`src/slx_pkg.sv`:
```
package slx_pkg;

  // Scanner modes
  typedef enum logic [1:0] {
    MODE_IDLE    = 2'd0,
    MODE_STRING  = 2'd1,
    MODE_INTEGER = 2'd2,
    MODE_IDENT   = 2'd3
  } mode_e;

  // Token kinds beyond the punctuation range
  localparam logic [4:0] KIND_STRING  = 5'd13;
  localparam logic [4:0] KIND_INTEGER = 5'd14;
  localparam logic [4:0] KIND_BOOL    = 5'd15;
  localparam logic [4:0] KIND_IF      = 5'd16;
  localparam logic [4:0] KIND_WHILE   = 5'd17;
  localparam logic [4:0] KIND_IDENT   = 5'd18;

  localparam int unsigned NUM_PUNCT = 13;
  localparam int unsigned PREFIX_LEN = 5;

  // Punctuation bytes, kind = index
  localparam logic [7:0] PUNCT_CHARS [NUM_PUNCT] = '{
    8'h3B, 8'h7B, 8'h7D, 8'h28, 8'h29, 8'h2B, 8'h2D, 8'h2A, 8'h2F, 8'h3D,
    8'h3C, 8'h3E, 8'h2C
  };

  localparam logic [7:0] CH_SPACE = 8'h20;
  localparam logic [7:0] CH_TAB   = 8'h09;
  localparam logic [7:0] CH_LF    = 8'h0A;
  localparam logic [7:0] CH_CR    = 8'h0D;
  localparam logic [7:0] CH_QUOTE = 8'h22;
  localparam logic [7:0] CH_BSL   = 8'h5C;

  // Queue between scanner and output stage
  localparam int unsigned QUEUE_DEPTH = 4;
  localparam int unsigned QPTR_W      = $clog2(QUEUE_DEPTH);
  localparam int unsigned QCNT_W      = QPTR_W + 1;

  // Token without its length (length width is a top-level parameter)
  typedef struct packed {
    logic [4:0]  kind;
    logic [31:0] line;
  } tok_t;

  localparam int unsigned TOK_W = $bits(tok_t);

endpackage

```
`src/slx_scan.sv`:
```
module slx_scan
  import slx_pkg::*;
#(
  parameter int unsigned LENGTH_BITS = 16
) (
  input  logic                   clk_i,
  input  logic                   rst_ni,
  // config
  input  logic                   cfg_valid_i,
  input  logic [31:0]            cfg_data_i,
  // byte stream
  input  logic                   in_valid_i,
  input  logic                   q_full_i,
  input  logic [7:0]             char_byte_i,
  input  logic                   end_of_input_i,
  // queue push
  output logic                   push_o,
  output logic                   two_o,
  output tok_t                   tok_a_o,
  output logic [LENGTH_BITS-1:0] len_a_o,
  output tok_t                   tok_b_o,
  output logic [LENGTH_BITS-1:0] len_b_o
);

  localparam logic [LENGTH_BITS-1:0] LEN_MAX = '1;

  mode_e                  mode_q, mode_d;
  logic [31:0]            start_line_q;
  logic [31:0]            line_q, line_d;
  logic [31:0]            pline_q, pline_d;
  logic [LENGTH_BITS-1:0] plen_q, plen_d;
  logic [7:0]             prefix_q [PREFIX_LEN];
  logic [7:0]             prefix_d [PREFIX_LEN];
  logic                   bs_q, bs_d;

  logic                   accept;
  logic [LENGTH_BITS-1:0] grown;
  logic                   is_nl, is_sp, is_dig, is_alnum;
  logic                   punct_hit;
  logic [4:0]             punct_idx;
  logic [4:0]             id_kind;
  logic                   flushed, do_idle, idle_emit;
  logic [4:0]             flush_kind;
  logic [LENGTH_BITS-1:0] flush_len;
  tok_t                   flush_tok, idle_tok;

  assign accept = in_valid_i && !q_full_i;
  assign grown  = (plen_q == LEN_MAX) ? plen_q : plen_q + 1'b1;

  assign is_nl    = (char_byte_i == CH_LF) || (char_byte_i == CH_CR);
  assign is_sp    = (char_byte_i == CH_SPACE) || (char_byte_i == CH_TAB);
  assign is_dig   = (char_byte_i >= 8'h30) && (char_byte_i <= 8'h39);
  assign is_alnum = is_dig || ((char_byte_i >= 8'h41) && (char_byte_i <= 8'h5A))
                  || ((char_byte_i >= 8'h61) && (char_byte_i <= 8'h7A));

  always_comb begin
    punct_hit = 1'b0;
    punct_idx = '0;
    for (int i = 0; i < NUM_PUNCT; i++) begin
      if (!punct_hit && char_byte_i == PUNCT_CHARS[i]) begin
        punct_hit = 1'b1;
        punct_idx = 5'(i);
      end
    end
  end

  // keyword / boolean match on the kept prefix
  always_comb begin
    id_kind = KIND_IDENT;
    if ((plen_q == LENGTH_BITS'(5) &&
         {prefix_q[0], prefix_q[1], prefix_q[2], prefix_q[3], prefix_q[4]} == "false") ||
        (plen_q == LENGTH_BITS'(4) &&
         {prefix_q[0], prefix_q[1], prefix_q[2], prefix_q[3]} == "true")) begin
      id_kind = KIND_BOOL;
    end else if (plen_q == LENGTH_BITS'(2) && {prefix_q[0], prefix_q[1]} == "if") begin
      id_kind = KIND_IF;
    end else if (plen_q == LENGTH_BITS'(5) &&
                 {prefix_q[0], prefix_q[1], prefix_q[2], prefix_q[3], prefix_q[4]}
                 == "while") begin
      id_kind = KIND_WHILE;
    end
  end

  always_comb begin
    case (mode_q)
      MODE_STRING:  flush_kind = KIND_STRING;
      MODE_INTEGER: flush_kind = KIND_INTEGER;
      default:      flush_kind = id_kind;
    endcase
  end

  always_comb begin
    mode_d    = mode_q;
    line_d    = line_q;
    pline_d   = pline_q;
    plen_d    = plen_q;
    prefix_d  = prefix_q;
    bs_d      = bs_q;
    flushed   = 1'b0;
    do_idle   = 1'b0;
    idle_emit = 1'b0;
    flush_len = plen_q;
    idle_tok  = '{kind: punct_idx, line: line_q};

    if (end_of_input_i) begin
      flushed = (mode_q != MODE_IDLE);
      mode_d  = MODE_IDLE;
      line_d  = start_line_q;
      bs_d    = 1'b0;
    end else begin
      case (mode_q)
        MODE_STRING: begin
          plen_d = grown;
          if (is_nl) begin
            line_d = line_q + 32'd1;
          end
          if (bs_q) begin
            bs_d = 1'b0;
          end else if (char_byte_i == CH_BSL) begin
            bs_d = 1'b1;
          end else if (char_byte_i == CH_QUOTE) begin
            flushed   = 1'b1;
            flush_len = grown;
            mode_d    = MODE_IDLE;
          end
        end
        MODE_INTEGER, MODE_IDENT: begin
          if ((mode_q == MODE_INTEGER) ? is_dig : is_alnum) begin
            if (plen_q < LENGTH_BITS'(PREFIX_LEN)) begin
              prefix_d[plen_q[2:0]] = char_byte_i;
            end
            plen_d = grown;
          end else begin
            flushed = 1'b1;
            do_idle = 1'b1;
            mode_d  = MODE_IDLE;
          end
        end
        default: begin
          do_idle = 1'b1;
        end
      endcase
    end

    // byte scanned from idle; may follow a flush in the same step
    if (do_idle) begin
      if (is_sp) begin
        // separator only
      end else if (is_nl) begin
        line_d = line_q + 32'd1;
      end else if (punct_hit) begin
        idle_emit = 1'b1;
      end else begin
        if (char_byte_i == CH_QUOTE) begin
          mode_d = MODE_STRING;
        end else if (is_dig) begin
          mode_d = MODE_INTEGER;
        end else begin
          mode_d = MODE_IDENT;
        end
        pline_d = line_q;
        plen_d  = LENGTH_BITS'(1);
        bs_d    = 1'b0;
        for (int i = 0; i < PREFIX_LEN; i++) begin
          prefix_d[i] = '0;
        end
        prefix_d[0] = char_byte_i;
      end
    end
  end

  assign flush_tok = '{kind: flush_kind, line: pline_q};

  assign push_o  = accept && (flushed || idle_emit);
  assign two_o   = flushed && idle_emit;
  assign tok_a_o = flushed ? flush_tok : idle_tok;
  assign len_a_o = flushed ? flush_len : LENGTH_BITS'(1);
  assign tok_b_o = idle_tok;
  assign len_b_o = LENGTH_BITS'(1);

  always_ff @(posedge clk_i or negedge rst_ni) begin
    if (!rst_ni) begin
      mode_q       <= MODE_IDLE;
      start_line_q <= 32'd1;
      line_q       <= 32'd1;
      pline_q      <= '0;
      plen_q       <= '0;
      bs_q         <= 1'b0;
      for (int i = 0; i < PREFIX_LEN; i++) begin
        prefix_q[i] <= '0;
      end
    end else begin
      if (accept) begin
        mode_q   <= mode_d;
        line_q   <= line_d;
        pline_q  <= pline_d;
        plen_q   <= plen_d;
        bs_q     <= bs_d;
        prefix_q <= prefix_d;
      end
      if (cfg_valid_i) begin
        start_line_q <= cfg_data_i;
        line_q       <= cfg_data_i;
      end
    end
  end

  // end of text leaves the scanner idle with the line count reloaded
  assert property (@(posedge clk_i) disable iff (!rst_ni)
    accept && end_of_input_i |=> mode_q == MODE_IDLE && line_q == start_line_q)
    else $error("scanner not idle after end of input");

  // a second token only follows a flushed identifier or integer
  assert property (@(posedge clk_i) disable iff (!rst_ni)
    push_o && two_o |-> (mode_q == MODE_INTEGER || mode_q == MODE_IDENT)
                        && !end_of_input_i)
    else $error("two tokens from a byte that cannot end a token");

endmodule

```
`src/slx_queue.sv`:
```
module slx_queue
  import slx_pkg::*;
#(
  parameter int unsigned DATA_W = 8
) (
  input  logic              clk_i,
  input  logic              rst_ni,
  input  logic              push_i,
  input  logic [DATA_W-1:0] data_i,
  output logic              full_o,
  input  logic              pop_i,
  output logic              valid_o,
  output logic [DATA_W-1:0] data_o
);

  logic [DATA_W-1:0] mem_q [QUEUE_DEPTH];
  logic [QPTR_W-1:0] wr_ptr_q, rd_ptr_q;
  logic [QCNT_W-1:0] count_q, count_d;

  assign full_o  = (count_q == QCNT_W'(QUEUE_DEPTH));
  assign valid_o = (count_q != '0);
  assign data_o  = mem_q[rd_ptr_q];

  always_comb begin
    count_d = count_q;
    if (push_i && !pop_i) begin
      count_d = count_q + 1'b1;
    end else if (pop_i && !push_i) begin
      count_d = count_q - 1'b1;
    end
  end

  always_ff @(posedge clk_i or negedge rst_ni) begin
    if (!rst_ni) begin
      wr_ptr_q <= '0;
      rd_ptr_q <= '0;
      count_q  <= '0;
    end else begin
      if (push_i) begin
        wr_ptr_q <= wr_ptr_q + 1'b1;
      end
      if (pop_i) begin
        rd_ptr_q <= rd_ptr_q + 1'b1;
      end
      count_q <= count_d;
    end
  end

  always_ff @(posedge clk_i) begin
    if (push_i) begin
      mem_q[wr_ptr_q] <= data_i;
    end
  end

  assert property (@(posedge clk_i) disable iff (!rst_ni)
    count_q <= QCNT_W'(QUEUE_DEPTH))
    else $error("queue count out of range");

  assert property (@(posedge clk_i) disable iff (!rst_ni)
    !(push_i && full_o))
    else $error("push into full queue");

endmodule

```
`src/slx_emit.sv`:
```
module slx_emit
  import slx_pkg::*;
#(
  parameter int unsigned LENGTH_BITS = 16
) (
  input  logic                   clk_i,
  input  logic                   rst_ni,
  input  logic                   q_valid_i,
  input  logic [2*(TOK_W+LENGTH_BITS):0] q_data_i,
  output logic                   q_pop_o,
  output logic                   out_valid_o,
  input  logic                   out_stall_i,
  output logic [4:0]             token_kind_o,
  output logic [31:0]            token_line_o,
  output logic [LENGTH_BITS-1:0] token_length_o,
  output logic                   last_result_o
);

  logic                   two;
  tok_t                   tok_a, tok_b, tok_pick;
  logic [LENGTH_BITS-1:0] len_a, len_b, len_pick;
  logic                   last_pick;

  logic                   valid_q, valid_d;
  logic                   sel_b_q, sel_b_d;
  logic                   load;

  logic [4:0]             kind_q;
  logic [31:0]            line_q;
  logic [LENGTH_BITS-1:0] len_q;
  logic                   last_q;

  assign {two, tok_a, len_a, tok_b, len_b} = q_data_i;

  assign tok_pick  = sel_b_q ? tok_b : tok_a;
  assign len_pick  = sel_b_q ? len_b : len_a;
  assign last_pick = sel_b_q || !two;

  always_comb begin
    load    = !valid_q || !out_stall_i;
    valid_d = valid_q;
    sel_b_d = sel_b_q;
    q_pop_o = 1'b0;
    if (load) begin
      valid_d = q_valid_i;
      if (q_valid_i) begin
        q_pop_o = last_pick;
        sel_b_d = !last_pick;
      end
    end
  end

  always_ff @(posedge clk_i or negedge rst_ni) begin
    if (!rst_ni) begin
      valid_q <= 1'b0;
      sel_b_q <= 1'b0;
    end else begin
      valid_q <= valid_d;
      sel_b_q <= sel_b_d;
    end
  end

  always_ff @(posedge clk_i) begin
    if (load && q_valid_i) begin
      kind_q <= tok_pick.kind;
      line_q <= tok_pick.line;
      len_q  <= len_pick;
      last_q <= last_pick;
    end
  end

  assign out_valid_o    = valid_q;
  assign token_kind_o   = kind_q;
  assign token_line_o   = line_q;
  assign token_length_o = len_q;
  assign last_result_o  = last_q;

  assert property (@(posedge clk_i) disable iff (!rst_ni)
    q_pop_o |-> q_valid_i)
    else $error("pop from empty queue");

  // the second token of a pair is always the last one
  assert property (@(posedge clk_i) disable iff (!rst_ni)
    load && q_valid_i && sel_b_q |=> last_result_o)
    else $error("second token not marked last");

endmodule

```
`src/source_text_lexer_core.sv`:
```
// Source text lexer: scans one source byte per transfer and returns tokens.
//
// Input channel (in_valid_i / in_stall_o): char_byte_i and end_of_input_i.
//   A byte is taken in every cycle unless the token queue is full.
// Output channel (out_valid_o / out_stall_i): token_kind_o, token_line_o,
//   token_length_o, last_result_o; one token per transfer.
// Config channel (cfg_valid_i / cfg_ready_o): writes start_line, which also
//   reloads the running line count. Ready is always high; write only while
//   the block is idle.
// Tokens go through the queue, then the output register. Throughput: one
//   byte per cycle in unless the queue is full, one token per cycle out
//   unless stalled; a byte ending an identifier or integer that is itself
//   punctuation yields two tokens: output sets the pace when those cluster.
// A 4-entry queue of per-byte token pairs decouples the scanner from the
//   output register, so output stalls reach in_stall_o only when it fills.
// Reset: scanner idle, start_line and line count 1, queue and output empty.
module source_text_lexer_core
  import slx_pkg::*;
#(
  parameter int unsigned LENGTH_BITS = 16
) (
  input  logic                   clk_i,
  input  logic                   rst_ni,
  // config write
  input  logic                   cfg_valid_i,
  output logic                   cfg_ready_o,
  input  logic [31:0]            cfg_data_i,
  // byte input
  input  logic                   in_valid_i,
  output logic                   in_stall_o,
  input  logic [7:0]             char_byte_i,
  input  logic                   end_of_input_i,
  // token output
  output logic                   out_valid_o,
  input  logic                   out_stall_i,
  output logic [4:0]             token_kind_o,
  output logic [31:0]            token_line_o,
  output logic [LENGTH_BITS-1:0] token_length_o,
  output logic                   last_result_o
);

  // queue entry: pair flag, first token, second token
  localparam int unsigned ENTRY_W = 2 * (TOK_W + LENGTH_BITS) + 1;

  logic                   push;
  logic                   two;
  tok_t                   tok_a, tok_b;
  logic [LENGTH_BITS-1:0] len_a, len_b;
  logic                   q_full;
  logic                   q_valid;
  logic                   q_pop;
  logic [ENTRY_W-1:0]     q_data;

  assign cfg_ready_o = 1'b1;
  assign in_stall_o  = q_full;

  // front: classify bytes, track lines and pending token
  slx_scan #(
    .LENGTH_BITS(LENGTH_BITS)
  ) u_scan (
    .clk_i,
    .rst_ni,
    .cfg_valid_i,
    .cfg_data_i,
    .in_valid_i,
    .q_full_i (q_full),
    .char_byte_i,
    .end_of_input_i,
    .push_o   (push),
    .two_o    (two),
    .tok_a_o  (tok_a),
    .len_a_o  (len_a),
    .tok_b_o  (tok_b),
    .len_b_o  (len_b)
  );

  slx_queue #(
    .DATA_W(ENTRY_W)
  ) u_queue (
    .clk_i,
    .rst_ni,
    .push_i  (push),
    .data_i  ({two, tok_a, len_a, tok_b, len_b}),
    .full_o  (q_full),
    .pop_i   (q_pop),
    .valid_o (q_valid),
    .data_o  (q_data)
  );

  // back: serialize token pairs onto the output register
  slx_emit #(
    .LENGTH_BITS(LENGTH_BITS)
  ) u_emit (
    .clk_i,
    .rst_ni,
    .q_valid_i (q_valid),
    .q_data_i  (q_data),
    .q_pop_o   (q_pop),
    .out_valid_o,
    .out_stall_i,
    .token_kind_o,
    .token_line_o,
    .token_length_o,
    .last_result_o
  );

endmodule
```
`config.mk`:
```
export PLATFORM = sky130hd
export DESIGN_NAME = source_text_lexer_core
export DESIGN_NICKNAME = d
export VERILOG_FILES = /design/src/slx_pkg.sv /design/src/slx_scan.sv /design/src/slx_queue.sv /design/src/slx_emit.sv /design/src/source_text_lexer_core.sv
export SDC_FILE = /design/constraint.sdc
export NUM_CORES = 1
export LEC_CHECK = 0
export BUFFER_PORTS_ARGS = -buffer_cell sky130_fd_sc_hd__buf_4
export CORE_MARGIN = 2
export CORE_UTILIZATION = 62
export CTS_BUF_LIST = sky130_fd_sc_hd__clkbuf_8 sky130_fd_sc_hd__clkbuf_16
export CTS_CLUSTER_DIAMETER = 60
export CTS_CLUSTER_SIZE = 28
export DETAILED_ROUTE_END_ITERATION = 8
export PLACE_DENSITY = 0.77
export REMOVE_ABC_BUFFERS = 1
export SLEW_MARGIN = 10
export SYNTH_ARGS = -nofsm -noshare
export SYNTH_HDL_FRONTEND = slang
export SYNTH_SLANG_ARGS = --single-unit
export TNS_END_PERCENT = 5
```
`constraint.sdc`:
```
create_clock -name clk_i -period 6 [get_ports clk_i]
set_input_delay 0.9 -clock clk_i [delete_from_list [all_inputs] [get_ports clk_i]]
set_output_delay 0.9 -clock clk_i [all_outputs]
set_load 0.01 [all_outputs]
```
==> summary.md <==
| Metric | Value |
|---|---|
| Worst Max-Slew Pin Slew | `~1100 ps` |
| FF+latch count, synth | `roughly 580` |
| Leakage | `around 9.9 nW` |
| Number of synthesized flops with an enable pin | `~410` |
| Worst Hold Class | `in -> async` |
| Worst hold margin | `around 320 ps` |
| Critical-path top delay cell | `and2_4` |
| FF+latch area | `~17000 sq um` |
| Final count of pins violating max slew | `0` |
| Post-DRT Antenna Nets | `0` |
| Final min period | `approximately 4000 ps` |
| WL per Instance | `about 24 um` |
| Core Rows | `between 70 and 80` |
| Residual DRC count | `0` |
| P per Cell Area | `438.5 nW/um^2` |
| Unrepaired setup endpoints after global routing | `false` |
| DR WL met2 | `about 27000 um` |
| Crit Path Max Fanout | `46` |
| Max cap viols | `0` |
| Peak supply drop | `around 0.28 mV` |
| Commonest non-fill, non-tap cells in the layout | `edfxtp_1, nand2_1, dfrtp_1` |
| Met3 WL | `~3600 um` |
| R2R Path Start | `u_scan.mode_q[1]` |
| YS warnings | `0` |
| Arrival time at the worst endpoint | `4250 ps` |
| HPWL after DPL | `~34000 um` |
| Clock Skews | `roughly 25 ps` |
| Fin nets | `1788` |
| Clock-pin transition on the worst setup and hold timing paths | `80 ps` |
| Worst flop-to-flop path endpoint | `u_queue.mem_q[1][35]` |
| Seq/Total Area, Yosys | `about 66%` |
| Core Area | `39730 sq um` |
| Total routed wirelength | `54480 um` |
| Buffers on Ports | `101` |
| Post-CTS Hold Buffers | `0` |
| FMAX | `about 250 MHz` |
| Setup violators final | `0` |
| TritonRoute pass-1 iters | `5` |
| Fin area | `27340 sq um` |
| Root Buffer | `clkbuf_16` |
| Post-CTS Resized | `0` |
| N_diodes | `0` |
| Final period util | `about two thirds` |
| Vias | `14719` |
| Status | `finished clean` |
| Gate count of the mapped netlist | `between 1500 and 2000` |
| Mapped Area | `24900 sq um` |
| Ys async rst share | `roughly 28%` |
| Post-CTS Setup Bufs | `0` |
| Post-placement cell area | `26140 sq um` |
| Post-synthesis cell type count | `96` |
| Max-Slew Margin vs Limit | `between 20% and 30%` |
| Vias/cell | `roughly 6.5` |
| Worst path most repeated cell | `buf_4` |
| Crit. End Element | `register` |
| Syn_area_per_cell | `approximately 15 sq um` |
| GPL Wtd Cong | `just under 0.9` |
| Crit path cell chain | `buf_4, or4_4, or2_4, a211o_1, a21o_2, buf_4, a21oi_4, and2_4, buf_12` |
| Grt total ovfl | `0` |
| Clk_lat worst skew | `580 ps` |
| Share of layout cells above drive strength 1 | `between 20% and 30%` |
| Crit path kind | `in -> reg` |
| Vias in the first global route | `between 10000 and 15000` |
| Layout area overhead | `9.762%` |
| CP required | `around 6300 ps` |
| FF-to-FF setup slack | `about 2300 ps` |
| First-pass GRT wire length | `85870 um` |
| DRT iter0 DRCs | `approximately 1600` |
| Die height | `about 200 um` |
| Max layer used | `met4` |
| Die width | `~200 um` |
| Setup TNS | `0 ps` |
| Largest net degree at the start of global routing | `65` |
| Filler cells | `around 2600` |
| GRT Overall Usage | `between 20% and 30%` |
| Die Area | `about 42000 sq um` |
| Commonest non-fill, non-tap cell in the layout | `edfxtp_1` |
| Top-Level Pins | `103` |
| Final hold viol count | `0` |
| Multi-input gate area | `just under 8000 sq um` |
| Synth Flop Type | `edfxtp_1` |
| Clk sinks | `a little under 600` |
| Post-Route M1 WL | `22080 um` |
| H-tree lvl count | `2` |
| Clock Tree Buf Depth | `3` |
| Worst r2r path cells | `9` |
| Startpoint Class | `input port` |
| Total CTS buffers | `35` |
| Final Util | `between 60 and 70%` |
| Slowest stage delay, CP | `roughly 630 ps` |
| Initial Util | `between 60 and 70%` |
| CTS tree | `done` |
| Initial antenna violation count | `0` |
==> Yosys cell counts, drive strengths merged, types with 19 or more instances <==
cell	number	area [sq um]
nor3	25	141.4
nor2b	22	137.6
nor2	67	264.0
mux2	84	975.9
mux4	90	2027
nand3	35	175.2
a31oi	19	155.2
a22o	22	192.7
edfxtp	414	12430
nand2	170	638.1
dfrtp	162	4054
inv	45	168.9
clkbuf	62	232.7
and3	24	150.1
o21ai	83	426.7
a21oi	56	295.3
buf	44	204.0
==> worst max-delay path by stage <==
stage	start	end	slack [ps]	cells after the start
global route	char_byte_i[1]	u_queue.mem_q[2][66]	1900	9
floorplan	u_queue.rd_ptr_q[0]	u_queue.count_q[1]	430	8
global placement	char_byte_i[1]	u_queue.mem_q[2][67]	1500	9
detailed placement	char_byte_i[1]	u_queue.mem_q[0][14]	1440	9
CTS	char_byte_i[1]	u_queue.mem_q[2][9]	2030	9
finish	char_byte_i[1]	u_queue.mem_q[1][35]	2010	9
==> cell families after synthesis <==
| kind of cell | Yosys count | share of synthesized area (%) |
|---|---|---|
| AO/OA/AOI/OAI | 273 | 7.637 |
| XOR/XNOR | 31 | 1.090 |
| adder cells (fa/ha/maj) | 15 | 0.7838 |
| buffers and inverters | 151 | 2.432 |
| flip-flops | 578 | 66.41 |
| multiplexers | 184 | 12.46 |
| other | 1 | 0.01506 |
| AND/OR/NAND/NOR | 441 | 9.174 |
==> where the power goes <==
| group | internal (mW) | switching [mW] |
|---|---|---|
| logic | 1.56 | 1.92 |
| clock network | 1.21 | 1.40 |
| registers | 5.40 | 0.506 |
==> per-layer routing <==
layer	up-vias	GRT usage, %
met3	87	3.906
met4	0	7.867
met5	-	0
met1	7521	37.54
li1	6512	-
met2	599	45.31
==> per-stage QoR <==
step	power, mW	std cells	setup WS (ps)
floorplan	8.242	1568	429.6
global placement	9.322	2215	1500
detailed placement	9.483	2215	1440
CTS	12.08	2278	2031
global route	12.55	2278	1896
finish	11.99	2278	2009
==> flip-flops by register name, summed over array words and instances, names as in the netlist <==
signal	flops
u_queue.mem_q	360
u_scan.prefix_q	40
u_emit.token_line_o	32
u_scan.line_q	32
u_scan.pline_q	32
u_scan.start_line_q	32
u_emit.token_length_o	16
u_scan.plen_q	16
u_emit.token_kind_o	5
u_queue.count_q	3
u_queue.rd_ptr_q	2
u_queue.wr_ptr_q	2
u_scan.mode_q	2
u_emit.last_result_o	1
u_emit.out_valid_o	1
u_emit.sel_b_q	1
u_scan.bs_q	1
==> worst max-delay path, delay by kind of cell <==
family	cells	cell delay [ps]
simple gates	3	1500
compound gates	3	880
buf+inv	3	850
==> layout make-up <==
cell class	count	area share (%)
clock buffer	38	3.438
clock inverter	25	0.9429
sequential	578	60.53
multi-input combinational	945	28.52
timing repair buffer	122	3.547
inverter	45	0.6179
tap	525	2.403
Power figures use the tool's default switching activity.
